`config.mk`:
```
export PLATFORM = sky130hd
export DESIGN_NAME = partially_mapped_crossover
export DESIGN_NICKNAME = d
export VERILOG_FILES = /design/src/design/pmx_pkg.sv /design/src/design/pmx_ram.sv /design/src/design/pmx_front.sv /design/src/design/pmx_queue.sv /design/src/design/pmx_back.sv /design/src/design/partially_mapped_crossover.sv
export SDC_FILE = /design/constraint.sdc
export NUM_CORES = 2
export LEC_CHECK = 0
export ABC_AREA = 1
export BUFFER_PORTS_ARGS = -buffer_cell sky130_fd_sc_hd__buf_2
export CORE_UTILIZATION = 30
export DETAILED_ROUTE_END_ITERATION = 16
export PLACE_DENSITY_LB_ADDON = 0.3
export SLEW_MARGIN = 20
export SYNTH_ARGS = -nofsm -noshare
export SYNTH_HDL_FRONTEND = slang
export SYNTH_SLANG_ARGS = --single-unit
export TNS_END_PERCENT = 30
```
`constraint.sdc`:
```
create_clock -name clk_i -period 6.78 [get_ports clk_i]
set_clock_uncertainty 0.05 [all_clocks]
set_input_delay 1.017 -clock clk_i [delete_from_list [all_inputs] [get_ports clk_i]]
set_output_delay 1.017 -clock clk_i [all_outputs]
set_load 0.01 [all_outputs]
```
`src/design/pmx_pkg.sv`:
```
package pmx_pkg;

  localparam int unsigned NodeW       = 6;
  localparam int unsigned CntW        = 7;
  localparam int unsigned NodeCnt     = 64;
  localparam int unsigned MaxNodesDef = 64;

  typedef struct packed {
    logic [NodeW-1:0] parent_a_node;
    logic [NodeW-1:0] parent_b_node;
    logic [NodeW-1:0] cut_low;
    logic [NodeW-1:0] cut_high;
    logic             last_in;
  } in_t;

  typedef struct packed {
    logic [NodeW-1:0] child_a_node;
    logic [NodeW-1:0] child_b_node;
    logic             last_out;
    logic             bad_input;
  } out_t;

  // one crossover job handed from loader to engine
  typedef struct packed {
    logic [CntW-1:0]  n;
    logic [NodeW-1:0] lo;
    logic [NodeW-1:0] hi;
    logic             bad;
  } desc_t;

endpackage

```
`src/design/pmx_ram.sv`:
```
module pmx_ram #(
  parameter int unsigned Width = 6,
  parameter int unsigned Depth = 64,
  localparam int unsigned AddrW = (Depth > 1) ? $clog2(Depth) : 1
) (
  input  logic             clk_i,
  input  logic             we_i,
  input  logic [AddrW-1:0] waddr_i,
  input  logic [Width-1:0] wdata_i,
  input  logic [AddrW-1:0] raddr_i,
  output logic [Width-1:0] rdata_o
);

  logic [Width-1:0] mem_q [Depth];
  logic [Width-1:0] rdata_q;

  always_ff @(posedge clk_i) begin
    if (we_i) begin
      mem_q[waddr_i] <= wdata_i;
    end
    rdata_q <= mem_q[raddr_i];
  end

  assign rdata_o = rdata_q;

endmodule

```
`src/design/pmx_front.sv`:
```
module pmx_front import pmx_pkg::*; #(
  parameter int unsigned MAX_NODES = MaxNodesDef,
  localparam int unsigned IdxW = (MAX_NODES > 1) ? $clog2(MAX_NODES) : 1
) (
  input  logic               clk_i,
  input  logic               rst_ni,
  input  logic               in_valid_i,
  output logic               in_ready_o,
  input  in_t                in_data_i,
  // parent store and position map writes
  output logic               we_o,
  output logic [IdxW-1:0]    st_waddr_o,
  output logic [NodeW-1:0]   pos_wdata_o,
  output logic [NodeCnt-1:0] posa_vld_o,
  output logic [NodeCnt-1:0] posb_vld_o,
  // job queue and release from engine
  input  logic               q_full_i,
  output logic               q_push_o,
  output desc_t              q_data_o,
  input  logic               release_i
);

  localparam logic StLoad = 1'b0;
  localparam logic StWait = 1'b1;

  logic               state_q, state_d;
  logic [CntW-1:0]    cnt_q, cnt_d;
  logic               bad_q, bad_d;
  logic [NodeW-1:0]   maxa_q, maxa_d, maxb_q, maxb_d;
  logic [NodeCnt-1:0] vlda_q, vlda_d, vldb_q, vldb_d;

  logic            accept, first, store_ok;
  logic [CntW-1:0] n, nm1;
  logic [NodeW-1:0] lo_c, hi_c;

  assign in_ready_o  = (state_q == StLoad) && !q_full_i;
  assign accept      = in_valid_i && in_ready_o;
  assign first       = (cnt_q == '0);
  assign store_ok    = cnt_q < CntW'(MAX_NODES);
  assign we_o        = accept && store_ok;
  assign st_waddr_o  = cnt_q[IdxW-1:0];
  assign pos_wdata_o = cnt_q[NodeW-1:0];
  assign posa_vld_o  = vlda_q;
  assign posb_vld_o  = vldb_q;

  assign n    = cnt_q + CntW'(store_ok);
  assign nm1  = n - CntW'(1);
  assign lo_c = (CntW'(in_data_i.cut_low) > nm1) ? nm1[NodeW-1:0] : in_data_i.cut_low;
  assign hi_c = (CntW'(in_data_i.cut_high) > nm1) ? nm1[NodeW-1:0] : in_data_i.cut_high;

  always_comb begin
    state_d  = state_q;
    cnt_d    = cnt_q;
    bad_d    = bad_q;
    maxa_d   = maxa_q;
    maxb_d   = maxb_q;
    vlda_d   = vlda_q;
    vldb_d   = vldb_q;
    q_push_o = 1'b0;
    q_data_o = '0;
    if (state_q == StWait && release_i) begin
      state_d = StLoad;
    end
    if (accept) begin
      if (store_ok) begin
        if (first) begin
          vlda_d = '0;
          vldb_d = '0;
          bad_d  = 1'b0;
          maxa_d = in_data_i.parent_a_node;
          maxb_d = in_data_i.parent_b_node;
        end else begin
          if (vlda_q[in_data_i.parent_a_node] || vldb_q[in_data_i.parent_b_node]) begin
            bad_d = 1'b1;
          end
          if (in_data_i.parent_a_node > maxa_q) maxa_d = in_data_i.parent_a_node;
          if (in_data_i.parent_b_node > maxb_q) maxb_d = in_data_i.parent_b_node;
        end
        vlda_d[in_data_i.parent_a_node] = 1'b1;
        vldb_d[in_data_i.parent_b_node] = 1'b1;
        cnt_d = n;
      end else begin
        bad_d = 1'b1;
      end
      if (in_data_i.last_in) begin
        q_push_o   = 1'b1;
        q_data_o.n = n;
        q_data_o.lo = (lo_c > hi_c) ? hi_c : lo_c;
        q_data_o.hi = (lo_c > hi_c) ? lo_c : hi_c;
        q_data_o.bad = bad_d || (CntW'(maxa_d) >= n) || (CntW'(maxb_d) >= n);
        cnt_d   = '0;
        state_d = StWait;
      end
    end
  end

  always_ff @(posedge clk_i or negedge rst_ni) begin
    if (!rst_ni) begin
      state_q <= StLoad;
      cnt_q   <= '0;
      bad_q   <= 1'b0;
      maxa_q  <= '0;
      maxb_q  <= '0;
      vlda_q  <= '0;
      vldb_q  <= '0;
    end else begin
      state_q <= state_d;
      cnt_q   <= cnt_d;
      bad_q   <= bad_d;
      maxa_q  <= maxa_d;
      maxb_q  <= maxb_d;
      vlda_q  <= vlda_d;
      vldb_q  <= vldb_d;
    end
  end

endmodule

```
`src/design/pmx_queue.sv`:
```
module pmx_queue import pmx_pkg::*; (
  input  logic  clk_i,
  input  logic  rst_ni,
  input  logic  push_i,
  input  desc_t data_i,
  output logic  full_o,
  input  logic  pop_i,
  output logic  valid_o,
  output desc_t data_o
);

  desc_t      ent_q [2];
  logic       wr_q, rd_q;
  logic [1:0] cnt_q;

  assign full_o  = (cnt_q == 2'd2);
  assign valid_o = (cnt_q != 2'd0);
  assign data_o  = ent_q[rd_q];

  always_ff @(posedge clk_i) begin
    if (push_i) ent_q[wr_q] <= data_i;
  end

  always_ff @(posedge clk_i or negedge rst_ni) begin
    if (!rst_ni) begin
      wr_q  <= 1'b0;
      rd_q  <= 1'b0;
      cnt_q <= '0;
    end else begin
      if (push_i) wr_q <= ~wr_q;
      if (pop_i) rd_q <= ~rd_q;
      cnt_q <= cnt_q + 2'(push_i) - 2'(pop_i);
    end
  end

endmodule

```
`src/design/pmx_back.sv`:
```
module pmx_back import pmx_pkg::*; #(
  parameter int unsigned MAX_NODES = MaxNodesDef,
  localparam int unsigned IdxW = (MAX_NODES > 1) ? $clog2(MAX_NODES) : 1
) (
  input  logic               clk_i,
  input  logic               rst_ni,
  input  logic               job_valid_i,
  input  desc_t              job_i,
  output logic               pop_o,
  output logic               release_o,
  output logic [IdxW-1:0]    st_raddr_o,
  output logic [NodeW-1:0]   pos_raddr_o,
  input  logic [NodeW-1:0]   pa_rdata_i,
  input  logic [NodeW-1:0]   pb_rdata_i,
  input  logic [NodeW-1:0]   posa_rdata_i,
  input  logic [NodeW-1:0]   posb_rdata_i,
  input  logic [NodeCnt-1:0] posa_vld_i,
  input  logic [NodeCnt-1:0] posb_vld_i,
  output logic               out_valid_o,
  input  logic               out_ready_i,
  output out_t               out_data_o
);

  localparam logic [3:0] StIdle  = 4'd0;
  localparam logic [3:0] StOth   = 4'd1;
  localparam logic [3:0] StPos   = 4'd2;
  localparam logic [3:0] StChk   = 4'd3;
  localparam logic [3:0] StTest  = 4'd4;
  localparam logic [3:0] StOwn   = 4'd5;
  localparam logic [3:0] StMap   = 4'd6;
  localparam logic [3:0] StORd   = 4'd7;
  localparam logic [3:0] StOWr   = 4'd8;

  logic [3:0]           state_q, state_d;
  logic                 side_q, side_d;
  logic [NodeW-1:0]     k_q, k_d, idx_q, idx_d, node_q, node_d;
  logic [NodeW-1:0]     lo_q, lo_d, hi_q, hi_d, paddr_q;
  logic [CntW-1:0]      n_q, n_d, steps_q, steps_d;
  logic                 bad_q, bad_d;
  logic [MAX_NODES-1:0] fa_q, fa_d, fb_q, fb_d;
  logic                 ov_q, ov_d;
  out_t                 out_q, out_d;

  logic [NodeW-1:0] posa_v, posb_v, cha_rdata, chb_rdata, ca, cb, p;
  logic             adv, wa, wb, k_seg;

  assign posa_v = posa_vld_i[paddr_q] ? posa_rdata_i : '0;
  assign posb_v = posb_vld_i[paddr_q] ? posb_rdata_i : '0;
  assign k_seg  = (k_q >= lo_q) && (k_q <= hi_q);
  assign ca = k_seg ? pa_rdata_i : (fa_q[k_q[IdxW-1:0]] ? cha_rdata : pb_rdata_i);
  assign cb = k_seg ? pb_rdata_i : (fb_q[k_q[IdxW-1:0]] ? chb_rdata : pa_rdata_i);
  assign p  = side_q ? posb_v : posa_v;

  always_comb begin
    state_d = state_q; side_d = side_q; k_d = k_q; idx_d = idx_q; node_d = node_q;
    lo_d = lo_q; hi_d = hi_q; n_d = n_q; steps_d = steps_q; bad_d = bad_q;
    fa_d = fa_q; fb_d = fb_q; out_d = out_q;
    ov_d = ov_q && !out_ready_i;
    pop_o = 1'b0; release_o = 1'b0; adv = 1'b0; wa = 1'b0; wb = 1'b0;
    st_raddr_o  = k_q[IdxW-1:0];
    pos_raddr_o = node_q;
    unique case (state_q)
      StIdle: begin
        if (job_valid_i) begin
          pop_o = 1'b1;
          n_d = job_i.n; lo_d = job_i.lo; hi_d = job_i.hi; bad_d = job_i.bad;
          k_d = job_i.lo; side_d = 1'b0;
          fa_d = '0; fb_d = '0;
          state_d = StOth;
        end
      end
      StOth: state_d = StPos;
      StPos: begin
        node_d = side_q ? pa_rdata_i : pb_rdata_i;
        pos_raddr_o = node_d;
        state_d = StChk;
      end
      StChk: begin
        if (p < lo_q || p > hi_q) begin
          idx_d = k_q; steps_d = '0; state_d = StTest;
        end else begin
          adv = 1'b1;
        end
      end
      StTest: begin
        st_raddr_o = idx_q[IdxW-1:0];
        if (idx_q < lo_q || idx_q > hi_q) begin
          if (side_q) begin
            wb = 1'b1; fb_d[idx_q[IdxW-1:0]] = 1'b1;
          end else begin
            wa = 1'b1; fa_d[idx_q[IdxW-1:0]] = 1'b1;
          end
          adv = 1'b1;
        end else if (steps_q >= n_q) begin
          bad_d = 1'b1;
          adv = 1'b1;
        end else begin
          state_d = StOwn;
        end
      end
      StOwn: begin
        pos_raddr_o = side_q ? pb_rdata_i : pa_rdata_i;
        state_d = StMap;
      end
      StMap: begin
        idx_d = side_q ? posa_v : posb_v;
        steps_d = steps_q + CntW'(1);
        state_d = StTest;
      end
      StORd: state_d = StOWr;
      StOWr: begin
        if (!ov_q || out_ready_i) begin
          ov_d = 1'b1;
          out_d.child_a_node = ca;
          out_d.child_b_node = cb;
          out_d.last_out = (CntW'(k_q) == n_q - CntW'(1));
          out_d.bad_input = bad_q;
          if (out_d.last_out) begin
            release_o = 1'b1;
            state_d = StIdle;
          end else begin
            k_d = k_q + NodeW'(1);
            state_d = StORd;
          end
        end
      end
      default: state_d = StIdle;
    endcase
    if (adv) begin
      if (!side_q) begin
        side_d = 1'b1; state_d = StOth;
      end else begin
        side_d = 1'b0;
        if (k_q == hi_q) begin
          k_d = '0; state_d = StORd;
        end else begin
          k_d = k_q + NodeW'(1); state_d = StOth;
        end
      end
    end
  end

  pmx_ram #(.Width(NodeW), .Depth(MAX_NODES)) u_cha (
    .clk_i, .we_i(wa), .waddr_i(idx_q[IdxW-1:0]), .wdata_i(node_q),
    .raddr_i(k_q[IdxW-1:0]), .rdata_o(cha_rdata)
  );
  pmx_ram #(.Width(NodeW), .Depth(MAX_NODES)) u_chb (
    .clk_i, .we_i(wb), .waddr_i(idx_q[IdxW-1:0]), .wdata_i(node_q),
    .raddr_i(k_q[IdxW-1:0]), .rdata_o(chb_rdata)
  );

  always_ff @(posedge clk_i) begin
    paddr_q <= pos_raddr_o;
    out_q   <= out_d;
    side_q <= side_d; k_q <= k_d; idx_q <= idx_d; node_q <= node_d;
    lo_q <= lo_d; hi_q <= hi_d; n_q <= n_d; steps_q <= steps_d;
  end

  always_ff @(posedge clk_i or negedge rst_ni) begin
    if (!rst_ni) begin
      state_q <= StIdle;
      bad_q   <= 1'b0;
      fa_q    <= '0;
      fb_q    <= '0;
      ov_q    <= 1'b0;
    end else begin
      state_q <= state_d;
      bad_q   <= bad_d;
      fa_q    <= fa_d;
      fb_q    <= fb_d;
      ov_q    <= ov_d;
    end
  end

  assign out_valid_o = ov_q;
  assign out_data_o  = out_q;

  a_steps_bound: assert property (@(posedge clk_i) disable iff (!rst_ni)
    (state_q == StTest) |-> (steps_q <= n_q))
    else $error("chain walk ran past its bound");
  a_k_range: assert property (@(posedge clk_i) disable iff (!rst_ni)
    (state_q == StOWr) |-> (CntW'(k_q) < n_q))
    else $error("output position beyond child length");
  a_fill_clear: assert property (@(posedge clk_i) disable iff (!rst_ni)
    (state_q == StIdle && job_valid_i) |=> (fa_q == '0 && fb_q == '0))
    else $error("fill flags not cleared at job start");

endmodule

```
`src/design/partially_mapped_crossover.sv`:
```
// Partially mapped crossover of two permutations.
// Input channel (in_valid_i/in_ready_o/in_data_i): one request per position,
// parent A and parent B nodes side by side; the request with last_in set
// closes the parents and its cut_low/cut_high pick the segment (clamped to
// length-1, swapped when reversed).
// Output channel (out_valid_o/out_ready_i/out_data_o): one request per
// position of the two children, last_out on the final one, bad_input equal
// on every request of a run.
// Loading takes one position per cycle while in_ready_o is high. After the
// last request the engine visits each segment position once per side and
// chases a chain when the mapped node is outside the segment (each chain at
// most N steps, two store lookups per step), then emits the children. Loading of
// the next pair waits until the engine has finished reading the stores.
// A stalled receiver holds the result register; the engine waits on it.
// Reset empties the job queue, drops any partial load and the output.
module partially_mapped_crossover import pmx_pkg::*; #(
  parameter int unsigned MAX_NODES = MaxNodesDef,
  localparam int unsigned IdxW = (MAX_NODES > 1) ? $clog2(MAX_NODES) : 1
) (
  input  logic clk_i,
  input  logic rst_ni,
  input  logic in_valid_i,
  output logic in_ready_o,
  input  in_t  in_data_i,
  output logic out_valid_o,
  input  logic out_ready_i,
  output out_t out_data_o
);

  logic               we, q_full, q_push, q_valid, pop, rel;
  logic [IdxW-1:0]    st_waddr, st_raddr;
  logic [NodeW-1:0]   pos_wdata, pos_raddr;
  logic [NodeW-1:0]   pa_rdata, pb_rdata, posa_rdata, posb_rdata;
  logic [NodeCnt-1:0] posa_vld, posb_vld;
  desc_t              q_in, q_out;

  // loader: writes parents and position maps, classifies the run
  pmx_front #(.MAX_NODES(MAX_NODES)) u_front (
    .clk_i, .rst_ni, .in_valid_i, .in_ready_o, .in_data_i,
    .we_o(we), .st_waddr_o(st_waddr), .pos_wdata_o(pos_wdata),
    .posa_vld_o(posa_vld), .posb_vld_o(posb_vld),
    .q_full_i(q_full), .q_push_o(q_push), .q_data_o(q_in), .release_i(rel)
  );

  pmx_queue u_queue (
    .clk_i, .rst_ni, .push_i(q_push), .data_i(q_in), .full_o(q_full),
    .pop_i(pop), .valid_o(q_valid), .data_o(q_out)
  );

  // parent stores indexed by position, maps indexed by node id
  pmx_ram #(.Width(NodeW), .Depth(MAX_NODES)) u_pa (
    .clk_i, .we_i(we), .waddr_i(st_waddr), .wdata_i(in_data_i.parent_a_node),
    .raddr_i(st_raddr), .rdata_o(pa_rdata)
  );
  pmx_ram #(.Width(NodeW), .Depth(MAX_NODES)) u_pb (
    .clk_i, .we_i(we), .waddr_i(st_waddr), .wdata_i(in_data_i.parent_b_node),
    .raddr_i(st_raddr), .rdata_o(pb_rdata)
  );
  pmx_ram #(.Width(NodeW), .Depth(NodeCnt)) u_posa (
    .clk_i, .we_i(we), .waddr_i(in_data_i.parent_a_node), .wdata_i(pos_wdata),
    .raddr_i(pos_raddr), .rdata_o(posa_rdata)
  );
  pmx_ram #(.Width(NodeW), .Depth(NodeCnt)) u_posb (
    .clk_i, .we_i(we), .waddr_i(in_data_i.parent_b_node), .wdata_i(pos_wdata),
    .raddr_i(pos_raddr), .rdata_o(posb_rdata)
  );

  // engine: segment copy, chain chase, gap fill, output
  pmx_back #(.MAX_NODES(MAX_NODES)) u_back (
    .clk_i, .rst_ni, .job_valid_i(q_valid), .job_i(q_out), .pop_o(pop),
    .release_o(rel), .st_raddr_o(st_raddr), .pos_raddr_o(pos_raddr),
    .pa_rdata_i(pa_rdata), .pb_rdata_i(pb_rdata),
    .posa_rdata_i(posa_rdata), .posb_rdata_i(posb_rdata),
    .posa_vld_i(posa_vld), .posb_vld_i(posb_vld),
    .out_valid_o, .out_ready_i, .out_data_o
  );

endmodule

```
==> results.yml <==
floorplanning:
  start_util_pct: 30.1
  fp-row-count: 225
  die_w_um: 616
  io_pins: 45
  core_area_mm2: 0.376
  die_h_um: 616
  dieArea_mm2: 0.380
clock_network:
  clkSlewWorstSetupHoldPaths_ps: 60
  htree_levels: 5
  numCtsBuffers: 296
  cts_tree: "done"
  postCtsHoldBufs: 0
  clockRootBuffer: "clkbuf_16"
  clock_latency_ps: 930
  post_cts_buffers: 0
  cts_resized: 0
  clock_path_buffers: 4
  clock_sinks: 2732
detailed_routing:
  firstDrtPassIters: 7
  ant_nets: 0
  vias_per_cell: 5.24
  routedWlPerCell_um: 22.7
  drt-initial-drc-count: 8671
  drt_wl_total_um: 333000
  drc: 0
  via_count: 76679
yosys:
  yosys.area_share.simple_pct: 9.80
  syn_area_per_cell_um2: 11.9
  yosys-mux-area-fraction_pct: 0
  yosysUniqueCellTypes: 60
  syn_inst: 9515
  synth-xor-area-share_pct: 0.228
  syn_area_mm2: 0.113
  ys_async_sr_fraction_pct: 10.5
  synth_seq_cells: 2732
  yosysSeqAreaShare_pct: 70.8
  synth_compound_area_share_pct: 14.2
  synth_top_family_by_area: "compound AO/OA/AOI/OAI gates"
  synth_edf_count: 2397
  synth_fa_ha_area_share_pct: 0.968
  synth_ff_type: "edfxtp_1"
  syn_nets: 9630
  yosysWarnings: 0
timing:
  fin_crit_ps: 5510
  fmax_ghz: 0.182
  finalWorstSetupSlack_ps: 1270
  period_share_pct: 81.3
  hold_slack_ps: 71.7
  fin_setup_tns_ps: 0
  hold_violations: 0
  slew_viol_final: 0
  rsz0062_at_grt: "no"
  relSlewSlack_pct: 22.3
  finalSetupViolations: 0
  tightest_slew_ps: 1160
final_layout:
  nets: 9517
  seq_area_mm2: 0.0802
  stdcell_count: 14645
  syn_to_final_growth_pct: 13.4
  final_util_pct: 34.2
  drive_above_1_share_pct: 8.06
  fill_cells: 36802
  stdcell_area_mm2: 0.128
  multi_input_area_mm2: 0.0287
place:
  dpl_worst_slack_ps: 1330
  place_area_mm2: 0.119
  dp_hpwl_um: 196000
  gp_congestion: 0.860
  port_buffers: 44
  placedCellCount: 14097
power:
  peakVddDrop_v: 0.000427
  powerDensity_mw_per_mm2: 464
  leakage_nw: 42.3
  p_total_mw: 59.5
worst_setup_path:
  cp-start-kind: "flop"
  arrival_ps: 6070
  regToRegEndpoint: "u_queue.ent_q[0][6]$_DFFE_PP_"
  regToRegStartpoint: "u_front.cnt_q[6]$_DFFE_PN0P_"
  cp.required_ps: 7340
  critical_path_peak_fanout: 13
  r2r_slack_ps: 1270
  critPathCaptureType: "flop"
  reg2reg_depth: 25
  criticalPathCategory: "flop to flop"
global_routing:
  grt_overflow: 0
  grt_start_max_net_pins: 195
  grt_pass1_vias: 74087
  grt_first_pass_wirelength_um: 494000
  grt_antenna_before_repair: 18
  grt_usage_pct: 16.9
status:
  status: "complete, no violations"
run:
  cap_violations: 0
hold_path:
  worstHoldPathType: "primary input to asynchronous set/reset pin"
cells in the mapped netlist, drive strengths merged (5+ instances only):
master / instances / area, µm²
nand4: 8 / 50.1
xnor2: 9 / 93.8
o211ai: 86 / 646
or2: 28 / 180
o41ai: 11 / 96.3
nor3: 39 / 195
clkinv: 5 / 18.8
o21ai: 1364 / 6860
a221oi: 15 / 131
buf: 161 / 823
a21oi: 461 / 2310
nand3: 396 / 1990
clkbuf: 511 / 1920
dfxtp: 48 / 961
o221ai: 330 / 2890
a31oi: 8 / 50.1
o32ai: 6 / 52.6
nand2: 762 / 2880
ha: 86 / 1080
inv: 475 / 1780
o21bai: 21 / 158
dfrtp: 287 / 7180
xor2: 17 / 164
o22ai: 423 / 2650
edfxtp: 2397 / 72000
nor2: 1523 / 5750
critical path: stages (launching register included):
cell and delay (ps):
dfrtp_1 430, clkinv_1 270, ha_1 300, ha_1 210
nand2_1 90, and2_1 350, inv_1 140, nand3_1 140
xor2_1 370, ha_1 340, a21oi_1 160, a22oi_1 110
maj3_1 370, nand2_2 160, nand2_1 70, o21ai_0 90
inv_1 110, ha_1 290, nand2_1 60, nor2_1 140
o21ai_0 100, a32oi_1 180, buf_4 210, inv_1 190
o21ai_0 200, a21oi_1 70
metal layers:
metal / part of all wire, % / GRT usage (%) / vias up / routed length, µm
met1: 43 / 23.3 / 38433 / 143000
met4: 3.5 / 5.89 / 12 / 11800
met2: 46 / 27.2 / 3035 / 155000
met5: 0.024 / 0 / - / 80
met3: 7.2 / 2.62 / 560 / 24100
li1: - / - / 34639 / -
power by group:
part / switching (mW) / total, mW / internal (mW)
Sequential: 0.847 / 21.1 / 20.3
Combinational: 16.8 / 22.6 / 5.87
Clock: 6.85 / 15.8 / 8.91
Total: 24.4 / 59.5 / 35.1
sequential cells by signal, summed over array words and instances (netlist names), 40 cells and up:
| register | cells |
|---|---|
| u_back.u_chb.mem_q | 384 |
| u_back.fb_q | 64 |
| u_front.posa_vld_o | 64 |
| u_back.u_cha.mem_q | 384 |
| u_posb.mem_q | 384 |
| u_posa.mem_q | 384 |
| u_pb.mem_q | 384 |
| u_back.fa_q | 64 |
| u_pa.mem_q | 384 |
| u_queue.ent_q | 40 |
| u_front.posb_vld_o | 64 |
layout by cell type, fill, tap and decap left out, types with 39 or more instances in the layout:
master	instances
nand2_1	749
o21ai_1	46
ha_1	86
o21ai_0	1306
clkbuf_1	69
clkinv_1	64
nor2_1	1512
dfxtp_1	42
clkbuf_16	297
o221ai_1	330
o211ai_1	86
nand3_1	394
edfxtp_1	2397
a21oi_1	456
buf_4	203
inv_1	453
o22ai_1	423
buf_2	43
dfrtp_1	281
nor3_1	39
cells by family after synthesis:
group / count (synthesis)
buf+inv: 1152
fa+ha+maj: 88
xor+xnor: 26
simple gates: 2763
compound gates: 2754
flops: 2732
how the worst max path moves through the flow:
stage | start | to | slack [ps] | cells past startpoint
6_report | u_front.cnt_q[6]$_DFFE_PN0P_ | u_queue.ent_q[0][6]$_DFFE_PP_ | 1270 | 25
5_1_grt | u_front.cnt_q[6]$_DFFE_PN0P_ | u_queue.ent_q[0][6]$_DFFE_PP_ | 780 | 25
4_1_cts | u_front.cnt_q[1]$_DFFE_PN0P_ | u_queue.ent_q[0][6]$_DFFE_PP_ | 1310 | 23
3_5_place_dp | u_front.cnt_q[1]$_DFFE_PN0P_ | u_queue.ent_q[0][6]$_DFFE_PP_ | 1330 | 23
3_3_place_gp | u_front.cnt_q[1]$_DFFE_PN0P_ | u_queue.ent_q[0][6]$_DFFE_PP_ | 1240 | 23
2_1_floorplan | u_front.cnt_q[0]$_DFFE_PN0P_ | u_queue.ent_q[0][6]$_DFFE_PP_ | 700 | 25
layout make-up:
cell class | count | share of cell area (%)
flip-flops and latches | 2732 | 62.5
clock inverters | 162 | 1.23
multi-input cells | 5631 | 22.3
repair buffers | 261 | 1.59
well taps | 4994 | 4.87
inverters | 480 | 1.43
clock buffers | 372 | 6.06
diodes | 13 | 0.0253
Note: power is estimated with default switching activity, not from simulation.
